--- config.mk ---
export PLATFORM = sky130hd
export DESIGN_NAME = expression_char_tokenizer
export DESIGN_NICKNAME = d
export VERILOG_FILES = /design/src/ect_pkg.sv /design/src/ect_front.sv /design/src/ect_queue.sv /design/src/ect_back.sv /design/src/expression_char_tokenizer.sv
export SDC_FILE = /design/constraint.sdc
export NUM_CORES = 1
export LEC_CHECK = 0
export ABC_CLOCK_PERIOD_IN_PS = 5600
export BUFFER_PORTS_ARGS = -buffer_cell sky130_fd_sc_hd__buf_4
export CELL_PAD_IN_SITES_DETAIL_PLACEMENT = 1
export CELL_PAD_IN_SITES_GLOBAL_PLACEMENT = 1
export CORE_MARGIN = 1.5
export CORE_UTILIZATION = 40
export CTS_CLUSTER_DIAMETER = 30
export DETAILED_ROUTE_END_ITERATION = 10
export PLACE_DENSITY_LB_ADDON = 0.08
export SLEW_MARGIN = 5
export SYNTH_ARGS = -nofsm -noshare
export SYNTH_HDL_FRONTEND = slang
export SYNTH_SLANG_ARGS = --single-unit
--- constraint.sdc ---
create_clock -name clk -period 5.6 [get_ports clk]
set_clock_uncertainty 0.1 [all_clocks]
set_input_delay 0.56 -clock clk [delete_from_list [all_inputs] [get_ports clk]]
set_output_delay 0.56 -clock clk [all_outputs]
set_load 0.05 [all_outputs]
--- src/ect_pkg.sv ---
// Shared types and codes for the expression character tokenizer.
// No dependencies; every other file imports this package.
`timescale 1ns / 1ps

package ect_pkg;

  // Width of the internal character position counter.
  localparam int POS_BITS = 16;
  // Fixed field widths of a result item.
  localparam int KIND_W = 4;
  localparam int FPOS_W = 16;
  localparam int ERR_W  = 2;

  typedef logic [POS_BITS-1:0] pos_t;
  localparam pos_t POS_MAX = '1;

  // Token kinds.
  localparam logic [KIND_W-1:0] K_PLUS   = 4'd0;
  localparam logic [KIND_W-1:0] K_MINUS  = 4'd1;
  localparam logic [KIND_W-1:0] K_STAR   = 4'd2;
  localparam logic [KIND_W-1:0] K_SLASH  = 4'd3;
  localparam logic [KIND_W-1:0] K_CARET  = 4'd4;
  localparam logic [KIND_W-1:0] K_NUMBER = 4'd5;
  localparam logic [KIND_W-1:0] K_LPAREN = 4'd6;
  localparam logic [KIND_W-1:0] K_RPAREN = 4'd7;
  localparam logic [KIND_W-1:0] K_COMMA  = 4'd8;
  localparam logic [KIND_W-1:0] K_IDENT  = 4'd9;
  localparam logic [KIND_W-1:0] K_END    = 4'd10;
  localparam logic [KIND_W-1:0] K_ERROR  = 4'd11;

  // Error codes.
  localparam logic [ERR_W-1:0] ERR_NONE    = 2'd0;
  localparam logic [ERR_W-1:0] ERR_LETTER  = 2'd1;
  localparam logic [ERR_W-1:0] ERR_UNKNOWN = 2'd2;
  localparam logic [ERR_W-1:0] ERR_LONG    = 2'd3;

  typedef struct packed {
    logic [KIND_W-1:0] kind;
    logic [FPOS_W-1:0] start_pos;
    logic [FPOS_W-1:0] token_len;
    logic [ERR_W-1:0]  error_code;
  } tok_t;

  // One item's results: slot 0 pending run, slot 1 character token or
  // error, slot 2 end marker. Valid slots go out in slot order.
  localparam int SLOTS = 3;

  typedef struct packed {
    logic [SLOTS-1:0]       vld;
    tok_t [SLOTS-1:0]       tok;
  } grp_t;

  localparam int QUEUE_DEPTH = 4;
  localparam int QPTR_W      = $clog2(QUEUE_DEPTH);
  localparam int QCNT_W      = $clog2(QUEUE_DEPTH + 1);

endpackage

--- src/ect_front.sv ---
// Front end: classifies each character, tracks scan mode and position,
// and builds the group of tokens an item causes. Depends on ect_pkg.
`timescale 1ns / 1ps

module ect_front (
  input  logic        clk,
  input  logic        rst_n,
  input  logic        in_push,
  output logic        in_full,
  input  logic [7:0]  in_ch,
  input  logic        in_has_char,
  input  logic        in_end_of_text,
  input  logic        q_full,
  output logic        q_push,
  output ect_pkg::grp_t q_grp
);
  import ect_pkg::*;

  localparam logic [1:0] MODE_IDLE  = 2'd0;
  localparam logic [1:0] MODE_NUM   = 2'd1;
  localparam logic [1:0] MODE_IDENT = 2'd2;
  localparam logic [1:0] MODE_DROP  = 2'd3;

  localparam logic [7:0] CH_PLUS   = 8'h2B;
  localparam logic [7:0] CH_MINUS  = 8'h2D;
  localparam logic [7:0] CH_STAR   = 8'h2A;
  localparam logic [7:0] CH_SLASH  = 8'h2F;
  localparam logic [7:0] CH_CARET  = 8'h5E;
  localparam logic [7:0] CH_LPAREN = 8'h28;
  localparam logic [7:0] CH_RPAREN = 8'h29;
  localparam logic [7:0] CH_COMMA  = 8'h2C;
  localparam logic [7:0] CH_0      = 8'h30;
  localparam logic [7:0] CH_9      = 8'h39;
  localparam logic [7:0] CH_LA     = 8'h61;
  localparam logic [7:0] CH_LZ     = 8'h7A;
  localparam logic [7:0] CH_UA     = 8'h41;
  localparam logic [7:0] CH_UZ     = 8'h5A;
  localparam logic [7:0] CH_SPACE  = 8'h20;
  localparam logic [7:0] CH_TAB    = 8'h09;
  localparam logic [7:0] CH_CR     = 8'h0D;
  localparam logic [7:0] CH_LF     = 8'h0A;

  logic [1:0] mode_r, mode_nxt;
  pos_t       pos_r, pos_nxt;
  pos_t       start_r, start_nxt;

  logic              ch_digit, is_letter, is_space, is_punct;
  logic [KIND_W-1:0] punct_kind;
  logic              accept;
  grp_t              grp;

  function automatic tok_t mk_tok(input logic [KIND_W-1:0] kind, input pos_t pos,
                                  input pos_t len, input logic [ERR_W-1:0] err);
    tok_t t;
    t.kind       = kind;
    t.start_pos  = FPOS_W'(pos);
    t.token_len  = FPOS_W'(len);
    t.error_code = err;
    return t;
  endfunction

  always_comb begin
    ch_digit  = (in_ch >= CH_0) && (in_ch <= CH_9);
    is_letter = ((in_ch >= CH_LA) && (in_ch <= CH_LZ)) ||
                ((in_ch >= CH_UA) && (in_ch <= CH_UZ));
    is_space  = (in_ch == CH_SPACE) || (in_ch == CH_TAB) ||
                (in_ch == CH_CR) || (in_ch == CH_LF);
    is_punct  = 1'b1;
    unique case (in_ch)
      CH_PLUS:   punct_kind = K_PLUS;
      CH_MINUS:  punct_kind = K_MINUS;
      CH_STAR:   punct_kind = K_STAR;
      CH_SLASH:  punct_kind = K_SLASH;
      CH_CARET:  punct_kind = K_CARET;
      CH_LPAREN: punct_kind = K_LPAREN;
      CH_RPAREN: punct_kind = K_RPAREN;
      CH_COMMA:  punct_kind = K_COMMA;
      default: begin
        punct_kind = K_ERROR;
        is_punct   = 1'b0;
      end
    endcase
  end

  always_comb begin
    mode_nxt  = mode_r;
    pos_nxt   = pos_r;
    start_nxt = start_r;
    grp       = '0;
    if (mode_r == MODE_DROP) begin
      // drop everything up to the end of this expression
      if (in_end_of_text) begin
        mode_nxt  = MODE_IDLE;
        pos_nxt   = '0;
        start_nxt = '0;
      end
    end else begin
      if (in_has_char) begin
        if (pos_r == POS_MAX) begin
          grp.vld[1] = 1'b1;
          grp.tok[1] = mk_tok(K_ERROR, pos_r, '0, ERR_LONG);
          mode_nxt   = MODE_DROP;
        end else begin
          if (mode_r == MODE_NUM && !ch_digit) begin
            if (is_letter) begin
              grp.vld[1] = 1'b1;
              grp.tok[1] = mk_tok(K_ERROR, pos_r, '0, ERR_LETTER);
              mode_nxt   = MODE_DROP;
            end else begin
              grp.vld[0] = 1'b1;
              grp.tok[0] = mk_tok(K_NUMBER, start_r, pos_r - start_r, ERR_NONE);
              mode_nxt   = MODE_IDLE;
            end
          end else if (mode_r == MODE_IDENT && !ch_digit && !is_letter) begin
            grp.vld[0] = 1'b1;
            grp.tok[0] = mk_tok(K_IDENT, start_r, pos_r - start_r, ERR_NONE);
            mode_nxt   = MODE_IDLE;
          end
          if (mode_nxt == MODE_IDLE) begin
            if (is_punct) begin
              grp.vld[1] = 1'b1;
              grp.tok[1] = mk_tok(punct_kind, pos_r, pos_t'(1), ERR_NONE);
            end else if (ch_digit) begin
              mode_nxt  = MODE_NUM;
              start_nxt = pos_r;
            end else if (is_letter) begin
              mode_nxt  = MODE_IDENT;
              start_nxt = pos_r;
            end else if (!is_space) begin
              grp.vld[1] = 1'b1;
              grp.tok[1] = mk_tok(K_ERROR, pos_r, '0, ERR_UNKNOWN);
              mode_nxt   = MODE_DROP;
            end
          end
          pos_nxt = pos_r + 1'b1;
        end
      end
      if (in_end_of_text) begin
        // a run still open here cannot have been flushed by this character
        if (mode_nxt == MODE_NUM || mode_nxt == MODE_IDENT) begin
          grp.vld[0] = 1'b1;
          grp.tok[0] = mk_tok((mode_nxt == MODE_NUM) ? K_NUMBER : K_IDENT,
                              start_nxt, pos_nxt - start_nxt, ERR_NONE);
        end
        if (mode_nxt != MODE_DROP) begin
          grp.vld[2] = 1'b1;
          grp.tok[2] = mk_tok(K_END, '0, '0, ERR_NONE);
        end
        mode_nxt  = MODE_IDLE;
        pos_nxt   = '0;
        start_nxt = '0;
      end
    end
  end

  assign in_full = q_full;
  assign accept  = in_push && !q_full;
  assign q_push  = accept && (grp.vld != '0);
  assign q_grp   = grp;

  always_ff @(posedge clk) begin
    if (!rst_n) begin
      mode_r  <= MODE_IDLE;
      pos_r   <= '0;
      start_r <= '0;
    end else if (accept) begin
      mode_r  <= mode_nxt;
      pos_r   <= pos_nxt;
      start_r <= start_nxt;
    end
  end

endmodule

--- src/ect_queue.sv ---
// Short queue of token groups between front and back end.
// Depends on ect_pkg.
`timescale 1ns / 1ps

module ect_queue (
  input  logic          clk,
  input  logic          rst_n,
  input  logic          push,
  input  ect_pkg::grp_t wr_grp,
  output logic          full,
  input  logic          deq,
  output ect_pkg::grp_t rd_grp,
  output logic          nonempty
);
  import ect_pkg::*;

  grp_t              ent_r [QUEUE_DEPTH];
  logic [QPTR_W-1:0] wr_ptr_r, rd_ptr_r;
  logic [QCNT_W-1:0] cnt_r;
  logic              do_push, do_deq;

  assign full     = (cnt_r == QCNT_W'(QUEUE_DEPTH));
  assign nonempty = (cnt_r != '0);
  assign do_push  = push && !full;
  assign do_deq   = deq && nonempty;
  assign rd_grp   = ent_r[rd_ptr_r];

  always_ff @(posedge clk) begin
    if (do_push) begin
      ent_r[wr_ptr_r] <= wr_grp;
    end
  end

  always_ff @(posedge clk) begin
    if (!rst_n) begin
      wr_ptr_r <= '0;
      rd_ptr_r <= '0;
      cnt_r    <= '0;
    end else begin
      if (do_push) begin
        wr_ptr_r <= wr_ptr_r + 1'b1;
      end
      if (do_deq) begin
        rd_ptr_r <= rd_ptr_r + 1'b1;
      end
      case ({do_push, do_deq})
        2'b10:   cnt_r <= cnt_r + 1'b1;
        2'b01:   cnt_r <= cnt_r - 1'b1;
        default: cnt_r <= cnt_r;
      endcase
    end
  end

endmodule

--- src/ect_back.sv ---
// Back end: holds one token group in an output register and hands its
// valid tokens out one per pop, in slot order. Depends on ect_pkg.
`timescale 1ns / 1ps

module ect_back (
  input  logic                          clk,
  input  logic                          rst_n,
  input  ect_pkg::grp_t                 q_grp,
  input  logic                          q_nonempty,
  output logic                          q_deq,
  output logic                          out_empty,
  input  logic                          out_pop,
  output logic [ect_pkg::KIND_W-1:0]    out_token_kind,
  output logic [ect_pkg::FPOS_W-1:0]    out_start_pos,
  output logic [ect_pkg::FPOS_W-1:0]    out_token_len,
  output logic [ect_pkg::ERR_W-1:0]     out_error_code,
  output logic                          out_last_of_item
);
  import ect_pkg::*;

  grp_t             grp_r;
  logic [SLOTS-1:0] mask_r, mask_nxt;
  logic [SLOTS-1:0] cur, rest;
  logic             take, load;
  tok_t             cur_tok;

  // lowest pending slot goes out first
  assign cur  = mask_r & (~mask_r + 1'b1);
  assign rest = mask_r & ~cur;
  assign take = out_pop && (mask_r != '0);
  assign load = q_nonempty && ((mask_r == '0) || (take && (rest == '0)));
  assign q_deq = load;

  always_comb begin
    if (mask_r[0]) begin
      cur_tok = grp_r.tok[0];
    end else if (mask_r[1]) begin
      cur_tok = grp_r.tok[1];
    end else begin
      cur_tok = grp_r.tok[2];
    end
  end

  always_comb begin
    mask_nxt = mask_r;
    if (take) begin
      mask_nxt = rest;
    end
    if (load) begin
      mask_nxt = q_grp.vld;
    end
  end

  always_ff @(posedge clk) begin
    if (load) begin
      grp_r <= q_grp;
    end
  end

  always_ff @(posedge clk) begin
    if (!rst_n) begin
      mask_r <= '0;
    end else begin
      mask_r <= mask_nxt;
    end
  end

  assign out_empty        = (mask_r == '0);
  assign out_token_kind   = cur_tok.kind;
  assign out_start_pos    = cur_tok.start_pos;
  assign out_token_len    = cur_tok.token_len;
  assign out_error_code   = cur_tok.error_code;
  assign out_last_of_item = (rest == '0);

endmodule

--- src/expression_char_tokenizer.sv ---
// Top level of the expression character tokenizer: front end, group
// queue and back end. Depends on ect_pkg, ect_front, ect_queue, ect_back.
//
// Usage:
//   Input channel: one character per item (in_ch, in_has_char,
//   in_end_of_text), taken when in_push is high and in_full is low.
//   Result channel: tokens (kind, start position, length, error code,
//   last_of_item), shown while out_empty is low, taken with out_pop.
//   Timing: the front end decides an item in the cycle it is taken and
//   stores its tokens (up to three) as one group in a four-entry queue;
//   the back end loads a group into its output register once the output
//   is empty or its last token is popped. The first token of an item
//   shows after its group has passed through the queue and output register.
//   Throughput: one item per cycle while in_full is low; the result side
//   drains one token per cycle while out_pop is high.
//   Items that cause no token (spaces, dropped text) never enter the queue.
//   Stall: when out_pop stays low the output holds; the queue fills and
//   in_full rises once four groups wait behind the output register.
//   Reset (rst_n low, synchronous): scan mode idle, position zero, queue
//   and output empty; no clearing pass, the block takes items right away.
`timescale 1ns / 1ps

module expression_char_tokenizer (
  input  logic                          clk,
  input  logic                          rst_n,
  input  logic                          in_push,
  output logic                          in_full,
  input  logic [7:0]                    in_ch,
  input  logic                          in_has_char,
  input  logic                          in_end_of_text,
  output logic                          out_empty,
  input  logic                          out_pop,
  output logic [ect_pkg::KIND_W-1:0]    out_token_kind,
  output logic [ect_pkg::FPOS_W-1:0]    out_start_pos,
  output logic [ect_pkg::FPOS_W-1:0]    out_token_len,
  output logic [ect_pkg::ERR_W-1:0]     out_error_code,
  output logic                          out_last_of_item
);
  import ect_pkg::*;

  grp_t wr_grp, rd_grp;
  logic q_push, q_full, q_deq, q_nonempty;

  ect_front u_front (
    .clk            (clk),
    .rst_n          (rst_n),
    .in_push        (in_push),
    .in_full        (in_full),
    .in_ch          (in_ch),
    .in_has_char    (in_has_char),
    .in_end_of_text (in_end_of_text),
    .q_full         (q_full),
    .q_push         (q_push),
    .q_grp          (wr_grp)
  );

  ect_queue u_queue (
    .clk      (clk),
    .rst_n    (rst_n),
    .push     (q_push),
    .wr_grp   (wr_grp),
    .full     (q_full),
    .deq      (q_deq),
    .rd_grp   (rd_grp),
    .nonempty (q_nonempty)
  );

  ect_back u_back (
    .clk              (clk),
    .rst_n            (rst_n),
    .q_grp            (rd_grp),
    .q_nonempty       (q_nonempty),
    .q_deq            (q_deq),
    .out_empty        (out_empty),
    .out_pop          (out_pop),
    .out_token_kind   (out_token_kind),
    .out_start_pos    (out_start_pos),
    .out_token_len    (out_token_len),
    .out_error_code   (out_error_code),
    .out_last_of_item (out_last_of_item)
  );

endmodule

# --- Word-level counts from Yosys, hierarchy flattened ---
# Memories as Yosys holds them, arrays and structs flattened. A register that Yosys moved wholly into a read port is not among the register bits.
# Cells that the tools add are included.
word_totals:
  ram_bits: 468
  out_inout_bits: 41
  n_memories: 1
  word_cells: 171
  register_bits: 158
memory_table:
  columns: ["name", "words", "width", "rd", "rd_ports_with_merged_regs", "wr", "line", "rtl"]
  rows:
  - ["u_queue.ent_r", 4, 117, 1, 1, 1, "ect_queue.sv:17", "grp_t ent_r [QUEUE_DEPTH];"]
op_classes:
  n_reduce_logical: 32
  eq_ne: 23
  addsub: 8
  muxes: 78
  bitwise_logic: 4
  magnitude_cmp: 6
ops:
  columns: ["cell", "n"]
  rows:
  - ["$mux W38", 16]
  - ["$mux W16", 15]
  - ["$mux W117", 1]
  - ["$mux W76", 1]
  - ["$eq A8 B6 Y1 const B", 8]
  - ["$mux W2", 20]
  - ["$mux W39", 1]
  - ["$mux W37", 1]
  - ["$pmux W4 S8", 1]
  - ["$sub A16 B16 Y16", 2]
  - ["$eq A8 B4 Y1 const B", 3]
  - ["$mux W1", 18]
  - ["$add A16 B1 Y16 const B", 1]
  - ["$eq A16 B16 Y1 const B", 1]
  - ["$ge A8 B7 Y1 const B", 2]
  - ["$le A8 B7 Y1 const B", 2]
  - ["$logic_and A1 B1 Y1", 13]
  - ["$reduce_bool A3 Y1", 3]
  - ["$eq A2 B2 Y1 const B", 4]
  - ["$eq A8 B7 Y1 const B", 1]
  - ["$ge A8 B6 Y1 const B", 1]
  - ["$le A8 B6 Y1 const B", 1]
  - ["$reduce_or A8 Y1", 1]
  - ["$add A3 B1 Y3 const B", 2]
  - ["16 further kinds", 32]

# --- Depth between registers and ports, before layout ---
depth:
  word_depth: 28
  depth_mapped: 21
  ltp_nobuf: 18

# --- Hierarchy ---
# From an unflattened synthesis, not the netlist that was laid out.
hier_totals:
  cells_unflattened: 1590
  area_unflattened_um2: 26429.1
modules_own_cells:
  columns: ["module", "n_inst", "seq_area_each_um2", "cells_each", "area_each_um2"]
  rows:
  - ["ect_queue", 1, 14233.7, 663, 17327.9]
  - ["ect_front", 1, 680.7, 660, 4720.8]
  - ["ect_back", 1, 3483.3, 267, 4380.5]

# --- Least setup slack after synthesis ---
# OpenSTA, ideal clock, no wires.
synth_timing:
  path_type: "input port to flip-flop"
  start: "input in_ch[1]"
  end: "memory u_queue.ent_r[0][10] in the netlist's numbering (enable)"
  n_path_buf: 2
  setup_time_ns: 0.425
  slack_ns: 0.608
  required_ns: 5.075
  arrival_ns: 4.466
  path_stages: 13
  cell_sequence: "buf_2 -> nor4_2 -> nand2_1 -> a2111oi_2 -> nor2_1 -> a221oi_1 -> a21oi_1 -> ha_1 -> and2_1 -> clkbuf_1 -> o21ai_2 -> a21oi_4 -> and2_1"
synth_between:
  elab_chain_cells: 28
  word_cells_on_any_way: 74
synth_lines:
  columns: ["item", "line", "rtl"]
  rows:
  - ["start, declared", "expression_char_tokenizer.sv:28", "input logic [7:0] in_ch,"]
  - ["$ge A8 B6 Y1 (tied with other cells)", "ect_front.sv:63", "ch_digit = (in_ch >= CH_0) && (in_ch <= CH_9);"]
  - ["$logic_and A1 B1 Y1 (on tied branches)", "ect_front.sv:63, ect_front.sv:64, ect_front.sv:65", null]
  - ["$logic_not A1 Y1 or $logic_or A1 B1 Y1 (tied branches)", "ect_front.sv:104, ect_front.sv:114, ect_front.sv:64", null]
  - ["$logic_and A1 B1 Y1 or $logic_not A1 Y1 (tied branches)", "ect_front.sv:114", "end else if (mode_r == MODE_IDENT && !ch_digit && !is_letter) begin"]
  - ["$logic_and A1 B1 Y1", "ect_front.sv:114", null]
  - ["$mux W2", "ect_front.sv:114", null]
  - ["$mux W2", "ect_front.sv:104", "if (mode_r == MODE_NUM && !ch_digit) begin"]
  - ["$mux W2", "ect_front.sv:99", "if (pos_r == POS_MAX) begin"]
  - ["(+12 left out)", null, null]
  - ["$mux W1", "ect_front.sv:140", "if (mode_nxt == MODE_NUM || mode_nxt == MODE_IDENT) begin"]
  - ["$mux W39", "ect_front.sv:138", "if (in_end_of_text) begin"]
  - ["$mux W117 (*)", "ect_front.sv:90", "if (mode_r == MODE_DROP) begin"]
  - ["$reduce_bool A3 Y1 (*)", "ect_front.sv:158", "assign q_push = accept && (grp.vld != '0);"]
  - ["$logic_and A1 B1 Y1 (*)", "ect_front.sv:158", null]
  - ["$logic_and A1 B1 Y1 (*)", "ect_queue.sv:24", "assign do_push = push && !full;"]
  - ["$mux W1 (*)", "ect_queue.sv:29", "if (do_push) begin"]
  - ["$mux W1 (implied by the code) (*)", "ect_queue.sv:30", "ent_r[wr_ptr_r] <= wr_grp;"]
  - ["end, declared", "ect_queue.sv:17", null]
# Mark *: on every way between the ends. The rest lies on a longest branch, timed or not. The select of a mux whose other input is x is not followed.

==> summary.md <==
| Metric | Value |
|---|---|
| Xor/xnor share of the synthesized area | 2.15% |
| Clock latency at the later pin of the worst-skew pair | 0.60 ns |
| GPL Wtd Cong | 0.791 |
| Largest family of logic cells by synthesized area | simple AND/OR/NAND/NOR gates |
| Number of synthesized register bits | 349 |
| I/O Pins | 55 |
| Initial antenna violation count | 0 |
| CTS Sinks | 349 |
| Yosys warning count | 0 |
| CTS tree | done |
| Cell Area, Placed | 17000 um2 |
| Synth unique cells | 69 |
| Port Buf Inserts | 54 |
| Post-synthesis simple-gate area fraction | 10.3% |
| Final TNS setup | 0 ns |
| Die width | 202 um |
| Hold Slack | 0.234 ns |
| Gr usage total | 21.5% |
| Vias per inst | 5.40 |
| Area share of the largest cell type after synthesis | 57.3% |
| Relative slew slack | 28.6% |
| Setup ws final | 0.717 ns |
| CP max FO | 9 |
| Fin crit share | 87.2% |
| WL/cell | 23.1 um |
| Status | completed |
| Final Setup Violations | 0 |
| Power, Total | 10.6 mW |
| CTS root buffer | clkbuf_16 |
| CP Capture Type | register |
| Setup WS pre-CTS | 0.694 ns |
| Layout cells sized above 1 | 24.4% |
| Post-route cell area | 20100 um2 |
| RSZ-0062 raised after global routing | no |
| Via count of the first global-routing pass | 10900 |
| Final Slew Violations | 0 |
| Post-synth top area cell | edfxtp_1 |
| Worst setup SP type | register |
| LEAKAGE | 7.24 nW |
| Seq/Total Area, Yosys | 63.1% |
| Multiplexer area fraction after synthesis | 9.60% |
| FF-to-FF path depth | 16 |
| Main area contributors after synthesis | edfxtp_1 57%, mux4_2 8.7%, dfxtp_1 5.8% |
| Count leader, synth | edfxtp_1 |
| Antenna Nets Post-Route | 0 |
| CTS max path bufs | 3 |
| Ys flop type | edfxtp_1 |
| Syn Inst Count | 1140 |
| Grt ovf | 0 |
| Complex-gate fraction of the synthesized area | 8.78% |
| # rows | 72 |
| Async S/R FF share, synth | 0% |
| Setup Buffers After CTS | 0 |
| Adder-cell area share of the yosys netlist | 3.43% |
| Synth Cell Area | 15900 um2 |
| DR pass1 iterations | 5 |
| Non-filler instance count after layout | 1846 |
| Total die area | 40900 um2 |
| Placed instance count | 1685 |
| Synth cell count leaders | 303 x edfxtp_1, 87 x nor2_1, 61 x mux4_2 |
| Post-route minimum period | 4.88 ns |
| Clk slew on worst S/H paths | 0.05 ns |
| Post-CTS Hold Fix Bufs | 0 |
| Core Area | 38900 um2 |
| Hold Path Stages | 4 |
| Total Wirelength | 42600 um |
| Nets | 1310 |
| Mean post-synth cell area | 13.9 um2 |
| Initial Util | 40.8% |
| Total CTS buffers | 86 |
| Max-cap violation count | 0 |
| Final hold viol count | 0 |
| First-pass GRT wire length | 66000 um |
| Req. time, crit path | 5.85 ns |
| Detailed placement HPWL | 26800 um |
| Worst VDD drop | 0.376 mV |
| Worst slew pin tran | 1.07 ns |
| Area grow syn2layout | 26.7% |
| Post-synth EDFFs | 303 |
| Peak Freq | 0.205 GHz |
| Post-Route Utilization | 51.7% |
| Via count | 9968 |
| CP arrival | 5.13 ns |
| Die height | 202 um |
| Fillcell total | 3800 |
| Resize count post-CTS | 0 |
| Initial DRC count | 503 |
| Largest net degree at the start of global routing | 51 |
| PwrDens | 525 nW/um2 |
| Drt drc | 0 |
| Hold Path Class | input pin to register |
| Setup CP Type | register to register |
| ANT cells | 0 |
| H-tree levels | 3 |
| Post-synth net total | 1195 |
[logic make-up after synthesis]
kind of cell	after synthesis
flip-flops	349
AND/OR/NAND/NOR	321
AO/OA/AOI/OAI	210
buffers and inverters	103
multiplexers	76
adder cells (fa/ha/maj)	42
XOR/XNOR	39
[layout make-up]
cell class / instances / area [um2] / area share [%]
tap: 518 / 648 / 3.22
clock buffer: 103 / 2280 / 11.3
inverter: 42 / 158 / 0.784
multi-input combinational: 688 / 5470 / 27.2
sequential: 349 / 10000 / 49.8
timing repair buffer: 88 / 736 / 3.66
clock inverter: 58 / 802 / 3.99
[worst paths after layout]
check,start,to,slack [ns]
worst min register to register,u_queue.wr_ptr_r[1]$_SDFFE_PN0P_,u_queue.wr_ptr_r[1]$_SDFFE_PN0P_,0.40
worst min-delay path,out_pop,u_back.mask_r[0]$_SDFFE_PN0P_,0.23
worst max register to register,u_front.pos_r[1]$_SDFFE_PN0P_,u_queue.ent_r[1][15]$_DFFE_PP_,0.72
worst max-delay path,u_front.pos_r[1]$_SDFFE_PN0P_,u_queue.ent_r[1][15]$_DFFE_PP_,0.72
[report_power, final]
part           switching (mW)  internal, mW  leakage, nW
logic                    1.16         0.629         2.55
registers               0.198          3.38         3.21
clock network            1.56          3.64         1.48
[per-layer routing]
metal	routed length [um]	up-vias	track usage [%]
met3	1640	55	3.50
met4	756	0	6.72
met2	20700	184	35.4
li1	-	4602	-
met1	19500	5127	29.2
met5	0	-	0
[placed cells by master, fill, tap and decap left out, types with 19 or more instances in the layout]
master       n
edfxtp_1   303
clkbuf_16   87
nor2_1      86
buf_4       82
mux4_2      61
nand2_1     58
a21oi_1     51
dfxtp_1     43
inv_1       42
o21ai_0     42
and2_1      42
ha_1        38
nor2b_1     35
xnor2_1     30
nor3_1      22
a22o_1      20
nand3_1     19
[state kept, by name (all words and copies together), names as in the netlist, named ones only]
name / cells
u_back.grp_r: 59
u_back.mask_r: 3
u_front.mode_r: 2
u_front.pos_r: 16
u_front.start_r: 16
u_queue.cnt_r: 3
u_queue.ent_r: 244
u_queue.rd_ptr_r: 2
u_queue.wr_ptr_r: 2
[critical path: stages, from the launching register on]
cell and delay [ns]:
dfxtp_1 0.52, ha_1 0.34, nand3_1 0.13, or4_1 0.57
o2111ai_2 0.26, buf_4 0.29, mux2i_1 0.30, ha_1 0.33
o21a_1 0.13, o31a_1 0.14, o31ai_1 0.23, buf_4 0.18
a311oi_1 0.11, o31ai_1 0.34, xnor2_1 0.20, nand2_1 0.09
a21oi_1 0.38
Power figures use the tool's default switching activity.
